--- config.mk ---
export PLATFORM = sky130hd
export DESIGN_NAME = binary_to_decimal_ascii
export DESIGN_NICKNAME = d
export VERILOG_FILES = /design/src/b2da_pkg.sv /design/src/b2da_dabble.sv /design/src/b2da_emit.sv /design/src/binary_to_decimal_ascii.sv
export SDC_FILE = /design/constraint.sdc
export NUM_CORES = 1
export LEC_CHECK = 0
export CAP_MARGIN = 25
export CORE_ASPECT_RATIO = 0.8
export CORE_UTILIZATION = 25
export CTS_BUF_LIST = sky130_fd_sc_hd__clkbuf_4
export CTS_CLUSTER_SIZE = 14
export DETAILED_ROUTE_END_ITERATION = 10
export DONT_BUFFER_PORTS = 1
export PLACE_DENSITY = 0.43
export REMOVE_ABC_BUFFERS = 1
export SETUP_SLACK_MARGIN = 0.2
export SYNTH_ARGS = -nofsm -noshare
export SYNTH_HDL_FRONTEND = slang
export SYNTH_SLANG_ARGS = --single-unit
export TNS_END_PERCENT = 50
--- constraint.sdc ---
create_clock -name i_clk -period 3.7 [get_ports i_clk]
set_input_delay 0.37 -clock i_clk [delete_from_list [all_inputs] [get_ports i_clk]]
set_output_delay 0.37 -clock i_clk [all_outputs]
set_load 0.005 [all_outputs]
--- src/b2da_pkg.sv ---
// ----------------------------------------------------------------------------
// b2da_pkg
// shared types and constants for the binary to decimal ascii converter
// ----------------------------------------------------------------------------
`default_nettype none
package b2da_pkg;
    localparam logic [7:0] ASCII_ZERO  = 8'h30;
    localparam logic [7:0] ASCII_MINUS = 8'h2d;
endpackage
`default_nettype wire

--- src/b2da_dabble.sv ---
// ----------------------------------------------------------------------------
// b2da_dabble
// pipelined shift-and-add-3, STEP_BITS input bits per stage, with stall
// ----------------------------------------------------------------------------
`default_nettype none
module b2da_dabble
    import b2da_pkg::*;
#(
    parameter int WORD_BITS = 32,
    parameter int BCD_DEPTH = 10,
    parameter int STEP_BITS = 4
) (
    input  wire logic                   i_clk,
    input  wire logic                   i_rst_n,
    input  wire logic                   i_valid,
    output logic                        o_ready,
    input  wire logic [WORD_BITS-1:0]   i_mag,
    input  wire logic                   i_neg,
    output logic                        o_valid,
    input  wire logic                   i_ready,
    output logic [4*BCD_DEPTH-1:0]      o_bcd,
    output logic                        o_neg
);
    localparam int NSTAGE = (WORD_BITS + STEP_BITS - 1) / STEP_BITS;
    localparam int PADW   = NSTAGE * STEP_BITS;

    logic [NSTAGE:0]                 r_vld;
    logic [PADW-1:0]                 r_bin [NSTAGE+1];
    logic [4*BCD_DEPTH-1:0]          r_bcd [NSTAGE+1];
    logic [NSTAGE:0]                 r_neg;
    logic [NSTAGE:0]                 w_adv;
    logic [PADW-1:0]                 n_bin [NSTAGE+1];
    logic [4*BCD_DEPTH-1:0]          n_bcd [NSTAGE+1];

    // stage k advances when empty or its successor takes
    always_comb begin
        w_adv[NSTAGE] = !r_vld[NSTAGE] || i_ready;
        for (int k = NSTAGE - 1; k >= 0; k--) begin
            w_adv[k] = !r_vld[k] || w_adv[k+1];
        end
    end

    assign o_ready = w_adv[0];
    assign o_valid = r_vld[NSTAGE];
    assign o_bcd   = r_bcd[NSTAGE];
    assign o_neg   = r_neg[NSTAGE];

    always_comb begin
        // padding goes on top so it shifts in as leading zeros
        n_bin[0] = PADW'(i_mag);
        n_bcd[0] = '0;
        for (int k = 1; k <= NSTAGE; k++) begin
            logic [4*BCD_DEPTH-1:0] b;
            logic [PADW-1:0]        s;
            b = r_bcd[k-1];
            s = r_bin[k-1];
            for (int j = 0; j < STEP_BITS; j++) begin
                for (int d = 0; d < BCD_DEPTH; d++) begin
                    if (b[4*d +: 4] >= 4'd5) begin
                        b[4*d +: 4] = b[4*d +: 4] + 4'd3;
                    end
                end
                b = {b[4*BCD_DEPTH-2:0], s[PADW-1]};
                s = {s[PADW-2:0], 1'b0};
            end
            n_bin[k] = s;
            n_bcd[k] = b;
        end
    end

    always_ff @(posedge i_clk) begin
        if (!i_rst_n) begin
            r_vld <= '0;
        end else begin
            r_vld[0] <= w_adv[0] ? i_valid : r_vld[0];
            for (int k = 1; k <= NSTAGE; k++) begin
                if (w_adv[k]) begin
                    r_vld[k] <= r_vld[k-1];
                end
            end
        end
    end

    always_ff @(posedge i_clk) begin
        if (w_adv[0]) begin
            r_bin[0] <= n_bin[0];
            r_bcd[0] <= n_bcd[0];
            r_neg[0] <= i_neg;
        end
        for (int k = 1; k <= NSTAGE; k++) begin
            if (w_adv[k]) begin
                r_bin[k] <= n_bin[k];
                r_bcd[k] <= n_bcd[k];
                r_neg[k] <= r_neg[k-1];
            end
        end
    end
endmodule
`default_nettype wire

--- src/b2da_emit.sv ---
// ----------------------------------------------------------------------------
// b2da_emit
// serializes one bcd word into ascii characters, sign first
// ----------------------------------------------------------------------------
`default_nettype none
module b2da_emit
    import b2da_pkg::*;
#(
    parameter int BCD_DEPTH = 10
) (
    input  wire logic                   i_clk,
    input  wire logic                   i_rst_n,
    input  wire logic                   i_valid,
    output logic                        o_ready,
    input  wire logic [4*BCD_DEPTH-1:0] i_bcd,
    input  wire logic                   i_neg,
    output logic                        o_valid,
    input  wire logic                   i_ready,
    output logic [7:0]                  o_char,
    output logic                        o_last
);
    localparam int PW = $clog2(BCD_DEPTH + 1);

    logic                   r_busy;
    logic [4*BCD_DEPTH-1:0] r_bcd;
    logic                   r_sign;
    logic [PW-1:0]          r_pos;
    logic                   r_ov;
    logic [7:0]             r_char;
    logic                   r_last;
    logic [PW-1:0]          w_top;
    logic                   w_take;
    logic [3:0]             w_dig;

    always_comb begin
        w_top = '0;
        for (int d = 1; d < BCD_DEPTH; d++) begin
            if (i_bcd[4*d +: 4] != 4'd0) begin
                w_top = PW'(d);
            end
        end
    end

    assign w_take  = !r_ov || i_ready;
    assign o_ready = !r_busy;
    assign o_valid = r_ov;
    assign o_char  = r_char;
    assign o_last  = r_last;
    assign w_dig   = r_bcd[4*r_pos +: 4];

    always_ff @(posedge i_clk) begin
        if (!i_rst_n) begin
            r_busy <= 1'b0;
            r_ov   <= 1'b0;
        end else begin
            if (w_take) begin
                r_ov <= r_busy;
            end
            if (!r_busy) begin
                if (i_valid) begin
                    r_busy <= 1'b1;
                    r_bcd  <= i_bcd;
                    r_sign <= i_neg;
                    r_pos  <= w_top;
                end
            end else if (w_take) begin
                if (r_sign) begin
                    r_char <= ASCII_MINUS;
                    r_last <= 1'b0;
                    r_sign <= 1'b0;
                end else begin
                    r_char <= ASCII_ZERO + {4'd0, w_dig};
                    r_last <= (r_pos == '0);
                    if (r_pos == '0) begin
                        r_busy <= 1'b0;
                    end else begin
                        r_pos <= r_pos - 1'b1;
                    end
                end
            end
        end
    end
endmodule
`default_nettype wire

--- src/binary_to_decimal_ascii.sv ---
// ----------------------------------------------------------------------------
// binary_to_decimal_ascii
// binary word to decimal ascii text for a character display
//
// slave side s_axis takes one 32-bit word per request; master side m_axis
// gives its decimal text one character per request, most significant first,
// with tlast on the final character. leading zeros dropped, zero gives "0".
// config channel writes signed_mode; with it set, negative words get '-'.
// the conversion pipeline has an input register and ceil(WORD_BITS/4)
// stages of four shift-add-3 steps each (9 registers at 32 bits);
// a new word can enter every cycle while the pipeline is not backed up.
// the character serializer loads a word, then sends 1 to 11 characters,
// one per cycle while the receiver is ready; it takes no new word until
// it has produced the last character of the current one, and so it limits
// the sustained word rate.
// reset empties all stages and clears signed_mode.
// a stalled receiver holds the current character; the pipeline backs up
// without loss and then stops taking words.
// ----------------------------------------------------------------------------
`default_nettype none
module binary_to_decimal_ascii
    import b2da_pkg::*;
#(
    parameter int WORD_BITS = 32
) (
    input  wire logic        i_clk,
    input  wire logic        i_rst_n,
    input  wire logic        i_cfg_valid,
    output logic             o_cfg_ready,
    input  wire logic        i_cfg_data,     // signed_mode
    input  wire logic        s_axis_tvalid,
    output logic             s_axis_tready,
    input  wire logic [31:0] s_axis_tdata,   // value_word
    output logic             m_axis_tvalid,
    input  wire logic        m_axis_tready,
    output logic [7:0]       m_axis_tdata,   // text_char
    output logic             m_axis_tlast    // last_char
);
    localparam int BCD_DEPTH = (WORD_BITS * 30103 / 100000) + 1;

    logic                   r_signed_mode;
    logic [WORD_BITS-1:0]   w_raw;
    logic                   w_neg;
    logic [WORD_BITS-1:0]   w_mag;
    logic                   w_dv;
    logic                   w_dr;
    logic [4*BCD_DEPTH-1:0] w_bcd;
    logic                   w_dneg;

    assign o_cfg_ready = 1'b1;

    always_ff @(posedge i_clk) begin
        if (!i_rst_n) begin
            r_signed_mode <= 1'b0;
        end else if (i_cfg_valid) begin
            r_signed_mode <= i_cfg_data;
        end
    end

    assign w_raw = WORD_BITS'(s_axis_tdata);
    assign w_neg = r_signed_mode && w_raw[WORD_BITS-1];
    assign w_mag = w_neg ? (~w_raw + 1'b1) : w_raw;

    b2da_dabble #(
        .WORD_BITS (WORD_BITS),
        .BCD_DEPTH (BCD_DEPTH),
        .STEP_BITS (4)
    ) u_dabble (
        .i_clk   (i_clk),
        .i_rst_n (i_rst_n),
        .i_valid (s_axis_tvalid),
        .o_ready (s_axis_tready),
        .i_mag   (w_mag),
        .i_neg   (w_neg),
        .o_valid (w_dv),
        .i_ready (w_dr),
        .o_bcd   (w_bcd),
        .o_neg   (w_dneg)
    );

    b2da_emit #(
        .BCD_DEPTH (BCD_DEPTH)
    ) u_emit (
        .i_clk   (i_clk),
        .i_rst_n (i_rst_n),
        .i_valid (w_dv),
        .o_ready (w_dr),
        .i_bcd   (w_bcd),
        .i_neg   (w_dneg),
        .o_valid (m_axis_tvalid),
        .i_ready (m_axis_tready),
        .o_char  (m_axis_tdata),
        .o_last  (m_axis_tlast)
    );
endmodule
`default_nettype wire
==> results by group, run 1 <==
Outcome
  – Status: completed

Detailed routing
  – Final antenna-violating net count: 0
  – Drt total wl: 63500 um
  – Number of remaining DRC errors: 0
  – Initial drt markers: 1271
  – DR pass1 iterations: 5
  – DR vias: 24100
  – Vias per inst: 4.66
  – Wire per inst: 12.3 um

Finish
  – Layout Utilization: 30.4%
  – Synth-to-layout area growth: 19.8%
  – Share of post-route cells with drive strength above 1: 21.2%
  – Layout Nets: 3645
  – Most frequent cells in the layout: 389 x edfxtp_1, 266 x a21oi_1, 264 x nand2_1
  – Most common cell after layout, fill and taps aside: edfxtp_1
  – Layout Cells excl Fill: 5167
  – Fillers: 12500

Setup path
  – Crit path DAT: 4.28 ns
  – WS Path Type: in2reg
  – Slowest CP cell: dlygate4sd3_1
  – Critical Path RT: 4.42 ns
  – FF-to-FF setup slack: 0.19 ns
  – Max incr delay on CP: 0.61 ns
  – Setup crit start: s_axis_tdata[0]
  – CP Cell Sequence: dlygate4sd3_1, dlygate4sd3_1, inv_1, ha_1, nand2b_1, nor3_1, nand2_1, or4_1, o21ai_1, nand2_1, xor2_1, dlygate4sd3_1
  – Crit Reg-Reg Endpoint: u_dabble.r_bcd[0][348]$_DFFE_PP_
  – CP max FO: 4
  – CP top delay family: buffers and inverters
  – Worst Reg-to-Reg Cells: 14
  – CP Capture Type: flip-flop
  – Critical Path Sink: u_dabble.r_bin[0][28]$_DFFE_PP_
  – Critical Path Stages: 12
  – Startpoint Class: input port
  – CP bufs+invs: 4
  – CP most frequent cell: dlygate4sd3_1
  – R2R Path Start: u_dabble.r_bcd[0][300]$_DFFE_PP_

Floorplan
  – Die Wd: 391 um
  – # rows: 113
  – Core area: 119000 sq um
  – I/O pin total: 50
  – Die Y-Extent: 313 um
  – Starting Density: 25.3%
  – Die area: 122000 sq um

Run
  – Max_cap viols: 0

Placement
  – I/O Buffers: 0
  – Placer Congestion: 0.745
  – Dpl cells: 4847
  – DP HPWL: 44700 um

Timing
  – Max Freq: 281 MHz
  – Final worst-path cycle share: 96.1%
  – Hold_ws: 0.176 ns
  – Final Slew Violations: 0
  – Worst-Margin Slew: 0.980 ns
  – Relative slew slack: 34.2%
  – Min Tclk post-route: 3.56 ns
  – Clock skew: 0.0548 ns
  – Final hold vios: 0
  – RSZ-0062 raised after global routing: true
  – Final Setup Violations: 0
  – Post-route setup TNS: 0 ns

Clocking
  – Num CTS Buffers: 108
  – # clock sinks: 401
  – Root Driver: clkbuf_4
  – TritonCTS clock tree: yes
  – Maximum clock path buffer count: 3
  – H-tree depth: 3
  – Clock transition at the registers of the reported paths: 0.06 ns
  – Clock Latency Late Sink: 0.97 ns

Logic synthesis
  – Adder-cell share of the synthesized area: 5.98%
  – Post-Syn Area per Cell: 9.41 sq um
  – Mapped Area: 30200 sq um
  – Multiplexer share of the synthesized area: 6.39%
  – Synth top area share: 38.7%
  – Synth Area in Simple Gates: 14.1%
  – EDFF count, synth: 389
  – Cells after synthesis: 3208
  – Synth Area in Compound Gates: 24.4%
  – Post-synthesis sequential area ratio: 39.5%
  – Area contributors post-synth: edfxtp_1 39%, ha_1 5.8%, a21oi_1 4.7%
  – Largest family of logic cells by synthesized area: compound AO/OA/AOI/OAI gates
  – Post-synthesis cell type count: 109
  – Yosys top cell by area: edfxtp_1
  – #FFs+latches synth: 401
  – Dominant synthesized flop cell: edfxtp_1
  – Yosys Warn Count: 0
  – Ys async rst share: 0%
  – XOR/XNOR Fraction of Synth Area: 5.91%

Global routing
  – Initial antenna violation count: 4
  – Grt ovf: 0
  – Global-route wire length before repair: 106000 um
  – Largest net degree at the start of global routing: 41
  – Vias in the first global route: 21700
  – All-Layer GR Usage: 10.1%

Hold path
  – Hold/Removal Path Class: in2reg
[cell usage after synthesis, types with 74 or more instances]
master    instances
edfxtp_1        389
a21oi_1         283
nand2_1         269
nor2_1          249
o21ai_0         217
inv_1           180
ha_1            141
xnor2_1         119
o21ai_1          90
mux2i_1          86
a31oi_1          77
clkbuf_1         74
[worst min-delay path: cells and delay by family]
family / cells / cell delay (ns)
AOI/OAI and AO/OA: 1 / 0.07
and+or+nand+nor: 4 / 0.49
buffers and inverters: 1 / 0.05
[how the worst min path moves through the flow]
stage,from,end,depth (start not counted)
after CTS,s_axis_tdata[31],u_dabble.r_bin[0][31]$_DFFE_PP_,2
after floorplan,u_dabble.r_bin[0][92]$_DFFE_PP_,u_dabble.r_bcd[0][120]$_DFFE_PP_,0
after global placement,u_dabble.r_bin[0][87]$_DFFE_PP_,u_dabble.r_bin[0][123]$_DFFE_PP_,0
after detailed placement,u_dabble.r_bin[0][80]$_DFFE_PP_,u_dabble.r_bin[0][116]$_DFFE_PP_,0
after global routing,s_axis_tdata[31],u_dabble.r_bin[0][31]$_DFFE_PP_,2
final,s_axis_tdata[19],u_dabble.r_bin[0][31]$_DFFE_PP_,6
[cell families after synthesis]
kind of cell	Yosys count
AO/OA/AOI/OAI	1130
AND/OR/NAND/NOR	885
flip-flops	401
buffers and inverters	291
XOR/XNOR	184
multiplexers	170
adder cells (fa/ha/maj)	145
other	2
[metal layers]
metal	up-vias	wire, um	GRT usage, %
met5	-	20	0
met4	2	1240	3.36
met3	98	2760	2.13
met2	405	26000	14.5
met1	11000	33500	14.8
li1	12600	-	-
[stage by stage]
step	area (sq um)	setup WS, ns
after CTS	34900	0.124
after floorplan	29800	-0.160
after global routing	36200	0.0190
final	36200	0.144
after detailed placement	32700	0.0336
after global placement	32700	0.0342
[area by class of cell]
type | instances | area (sq um) | share of cell area [%]
multi-input cells | 2519 | 18100 | 49.9
flip-flops and latches | 401 | 11900 | 33.0
well taps | 1610 | 2010 | 5.57
repair buffers | 239 | 1990 | 5.51
clock buffers | 159 | 1190 | 3.30
inverters | 197 | 739 | 2.04
clock inverters | 34 | 229 | 0.633
diodes | 8 | 20.0 | 0.0553
[what timing repair did]
action,in CTS,in global routing
endpoints found under the setup margin,29,115
pin swaps,8,55
endpoints found under the hold margin,56,0
setup buffers,7,45
cloned,0,1
hold buffers,65,0
resized for setup,19,186
[flip-flops by register name, indices dropped and copies added, names as in the netlist]
register / cells
u_emit.r_sign: 1
u_dabble.r_neg: 9
u_dabble.r_bin: 144
u_emit.r_bcd: 40
r_signed_mode: 1
u_emit.r_busy: 1
u_dabble.r_vld: 9
u_emit.o_char: 5
u_dabble.r_bcd: 185
u_emit.o_last: 1
u_emit.o_valid: 1
u_emit.r_pos: 4
Power of run 1 is left out: the tool's default activity adds up to more than one toggle a clock period on the data nets, which glitch-free logic cannot reach.
==> inputs of run 2 (changes only) <==
- CORE_UTILIZATION: 25 -> 42
- PLACE_DENSITY: 0.43 -> 0.62
==> run 2 against run 1 <==
  * The flow now finishes with violations (DRC)
  * Sequential share of layout area grew 0.94 points
  * First-iteration DRC count is 17% higher
  * Via count increased by 0.68%
  * Clock skew increased by 0.00054 ns
  * Worst hold slack got worse by 0.0031 ns
  * Flip-flop and latch count did not move
  * Design area down 2.8%
  * Die area fell by 40%
  * Wire length down 5.7%
  * Largest cell class unchanged
==> results by group, run 2 (same netlist as run 1, synthesis figures left out) <==
Outcome
  – Status: finished, violations left
  – Failing checks: DRC

Finish
  – Most frequent cells in the layout: 389 x edfxtp_1, 268 x a21oi_1, 265 x nand2_1
  – Most common cell after layout, fill and taps aside: edfxtp_1
  – Share of post-route cells with drive strength above 1: 20.8% (-0.47 points)
  – Flip-flop count of the largest register after layout: 185 (unchanged)
  – Layout Nets: 3633 (-0.33%)
  – Synth-to-layout area growth: 16.5%
  – Largest registers: u_dabble.r_bcd (185), u_dabble.r_bin (144), u_emit.r_bcd (40)
  – Cell area after layout: 35200 sq um (-2.8%)
  – Layout Cells excl Fill: 4472 (-13%)
  – Largest Register: u_dabble.r_bcd
  – Fillers: 6476 (-48%)

Detailed routing
  – DR pass1 iterations: 8 (+3)
  – Drt total wl: 59900 um (-5.7%)
  – Number of remaining DRC errors: 1 (+1)
  – Vias per inst: 5.43 (+16%)
  – Wire per inst: 13.4 um (+8.9%)
  – Initial drt markers: 1485 (+17%)
  – Final antenna-violating net count: 0 (unchanged)
  – DR vias: 24300 (+0.68%)

Setup path
  – CP Capture Type: flip-flop
  – WS Path Type: reg2reg
  – R2R Path Start: u_dabble.r_bcd[0][308]$_DFFE_PP_
  – Worst Reg-to-Reg Cells: 12 (-2)
  – Startpoint Class: flip-flop
  – CP max FO: 9 (+5)
  – Crit path DAT: 4.01 ns (-0.27 ns)
  – FF-to-FF setup slack: 0.27 ns (+0.08 ns)
  – Crit Reg-Reg Endpoint: u_dabble.r_bcd[0][352]$_DFFE_PP_
  – Critical Path RT: 4.29 ns (-0.13 ns)

Global routing
  – Initial antenna violation count: 1 (-3)
  – Met2 usage: 24.4% (+9.9 points)
  – Largest net degree at the start of global routing: 42 (+2.4%)
  – Global Route met3 Usage: 3.12% (+0.99 points)
  – All-Layer GR Usage: 15.8% (+5.7 points)
  – Grt ovf: 0 (unchanged)
  – Global-route wire length before repair: 99900 um (-5.4%)
  – GR peak layer: met2
  – Vias in the first global route: 21900 (+0.77%)
  – GR met1 Demand/Resource: 22.2% (+7.4 points)

Timing
  – Hold_ws: 0.173 ns (-0.00312 ns)
  – Final Slew Violations: 0 (unchanged)
  – Max Freq: 292 MHz (+3.8%)
  – Clock skew: 0.0553 ns (+0.000536 ns)
  – Relative slew slack: 41.0% (+6.8 points)
  – RSZ-0062 raised after global routing: true
  – Final worst-path cycle share: 92.6% (-3.5 points)
  – Final Setup Violations: 0 (unchanged)
  – Final hold vios: 0 (unchanged)
  – Min Tclk post-route: 3.43 ns (-0.130 ns)
  – Worst-Margin Slew: 0.879 ns (-0.101 ns)

Hold path
  – Start point of the worst hold path: s_axis_tdata[3]
  – Hold Crit Depth: 5 (-1)
  – Hold Path End: u_dabble.r_bin[0][8]$_DFFE_PP_
  – Hold/Removal Path Class: in2reg

Clocking
  – Clock transition at the registers of the reported paths: 0.06 ns (about the same)
  – Num CTS Buffers: 105 (-2.8%)
  – Clock Latency Late Sink: 0.89 ns (-0.08 ns)
  – TritonCTS clock tree: yes
  – # clock sinks: 401 (unchanged)
  – Maximum clock path buffer count: 3 (unchanged)
  – Root Driver: clkbuf_4
  – H-tree depth: 3 (unchanged)

Floorplan
  – Die area: 73000 sq um (-40%)
  – Starting Density: 42.7% (+17 points)
  – I/O pin total: 50 (unchanged)
  – Die Wd: 302 um (-23%)
  – # rows: 87 (-23%)
  – Die Y-Extent: 242 um (-23%)
  – Core area: 70800 sq um (-41%)

Placement
  – Dpl cells: 4144 (-15%)
  – I/O Buffers: 0 (unchanged)
  – Placer Congestion: 0.836 (+12%)
  – DP HPWL: 40400 um (-9.6%)
  – Placed cell area: 31700 sq um (-3.2%)

Run
  – Max_cap viols: 0 (unchanged)
-- run 2: cell types whose count changed in the layout (fill, tap and decap cells not counted), sizes merged --
cell | before | now
inv | 201 | 203
diode | 8 | 1
buf | 174 | 169
a221o | 10 | 9
clkinv | 29 | 31
clkbuf | 159 | 152
dlygate4sd3 | 65 | 62
-- run 2: area by class of cell --
cell class | count | area, sq um | area share, %
multi-input combinational | 2518 | 18100 | 51.4
sequential | 401 | 11900 | 33.9
timing repair buffer | 231 | 1910 | 5.44
tap | 934 | 1170 | 3.32
clock buffer | 152 | 1140 | 3.24
inverter | 197 | 739 | 2.10
clock inverter | 38 | 218 | 0.619
antenna | 1 | 2.50 | 0.00711
-- run 2: routing by layer --
layer  wire, um  vias to the layer above  part of all wire (%)
li1           -                    12600                     -
met1      29700                    11200                    50
met2      26800                      441                    45
met3       2410                       78                   4.0
met4       1010                        0                   1.7
met5          0                        -                     0
-- run 2: how the worst max path moves through the flow --
stage | slack [ns] | cells after the start | from | to
3_3_place_gp | 0.04 | 16 | u_dabble.r_bcd[0][312]$_DFFE_PP_ | u_dabble.r_bcd[0][359]$_DFFE_PP_
4_1_cts | 0.14 | 18 | u_dabble.r_bcd[0][128]$_DFFE_PP_ | u_dabble.r_bcd[0][178]$_DFFE_PP_
2_1_floorplan | -0.16 | 17 | u_dabble.r_bcd[0][40]$_DFFE_PP_ | u_dabble.r_bcd[0][87]$_DFFE_PP_
6_report | 0.27 | 12 | u_dabble.r_bcd[0][308]$_DFFE_PP_ | u_dabble.r_bcd[0][352]$_DFFE_PP_
5_1_grt | 0.03 | 17 | u_dabble.r_bcd[0][312]$_DFFE_PP_ | u_dabble.r_bcd[0][358]$_DFFE_PP_
3_5_place_dp | -0.12 | 16 | u_dabble.r_bcd[0][312]$_DFFE_PP_ | u_dabble.r_bcd[0][359]$_DFFE_PP_
-- run 2: repair_timing --
action | 4_1_cts | 5_1_grt
pin swaps | 6 | 56
gates resized for setup | 24 | 184
hold buffers | 62 | 0
endpoints found under the setup margin | 32 | 117
endpoints found under the hold margin | 56 | 0
setup buffers | 12 | 62
-- run 2: worst max-delay path, cell delays in order (launching register included) --
cell	delay, ns
edfxtp_1	0.44
ha_1	0.22
nand2b_1	0.18
a21oi_4	0.20
mux2_4	0.36
o21ai_1	0.17
a22o_1	0.20
inv_2	0.10
ha_1	0.45
inv_1	0.12
or4_1	0.54
o21ai_1	0.13
nor3_1	0.06
-- run 2: through the flow --
step	setup slack [ns]	util, %	setup TNS, ns
finish	0.273	49.7	0
detailed placement	-0.122	44.8	-0.201
global route	0.0282	49.7	0
CTS	0.139	47.9	0
global placement	0.0443	44.8	0
floorplan	-0.160	-	-0.247
Power of run 2 is left out for the same reason.
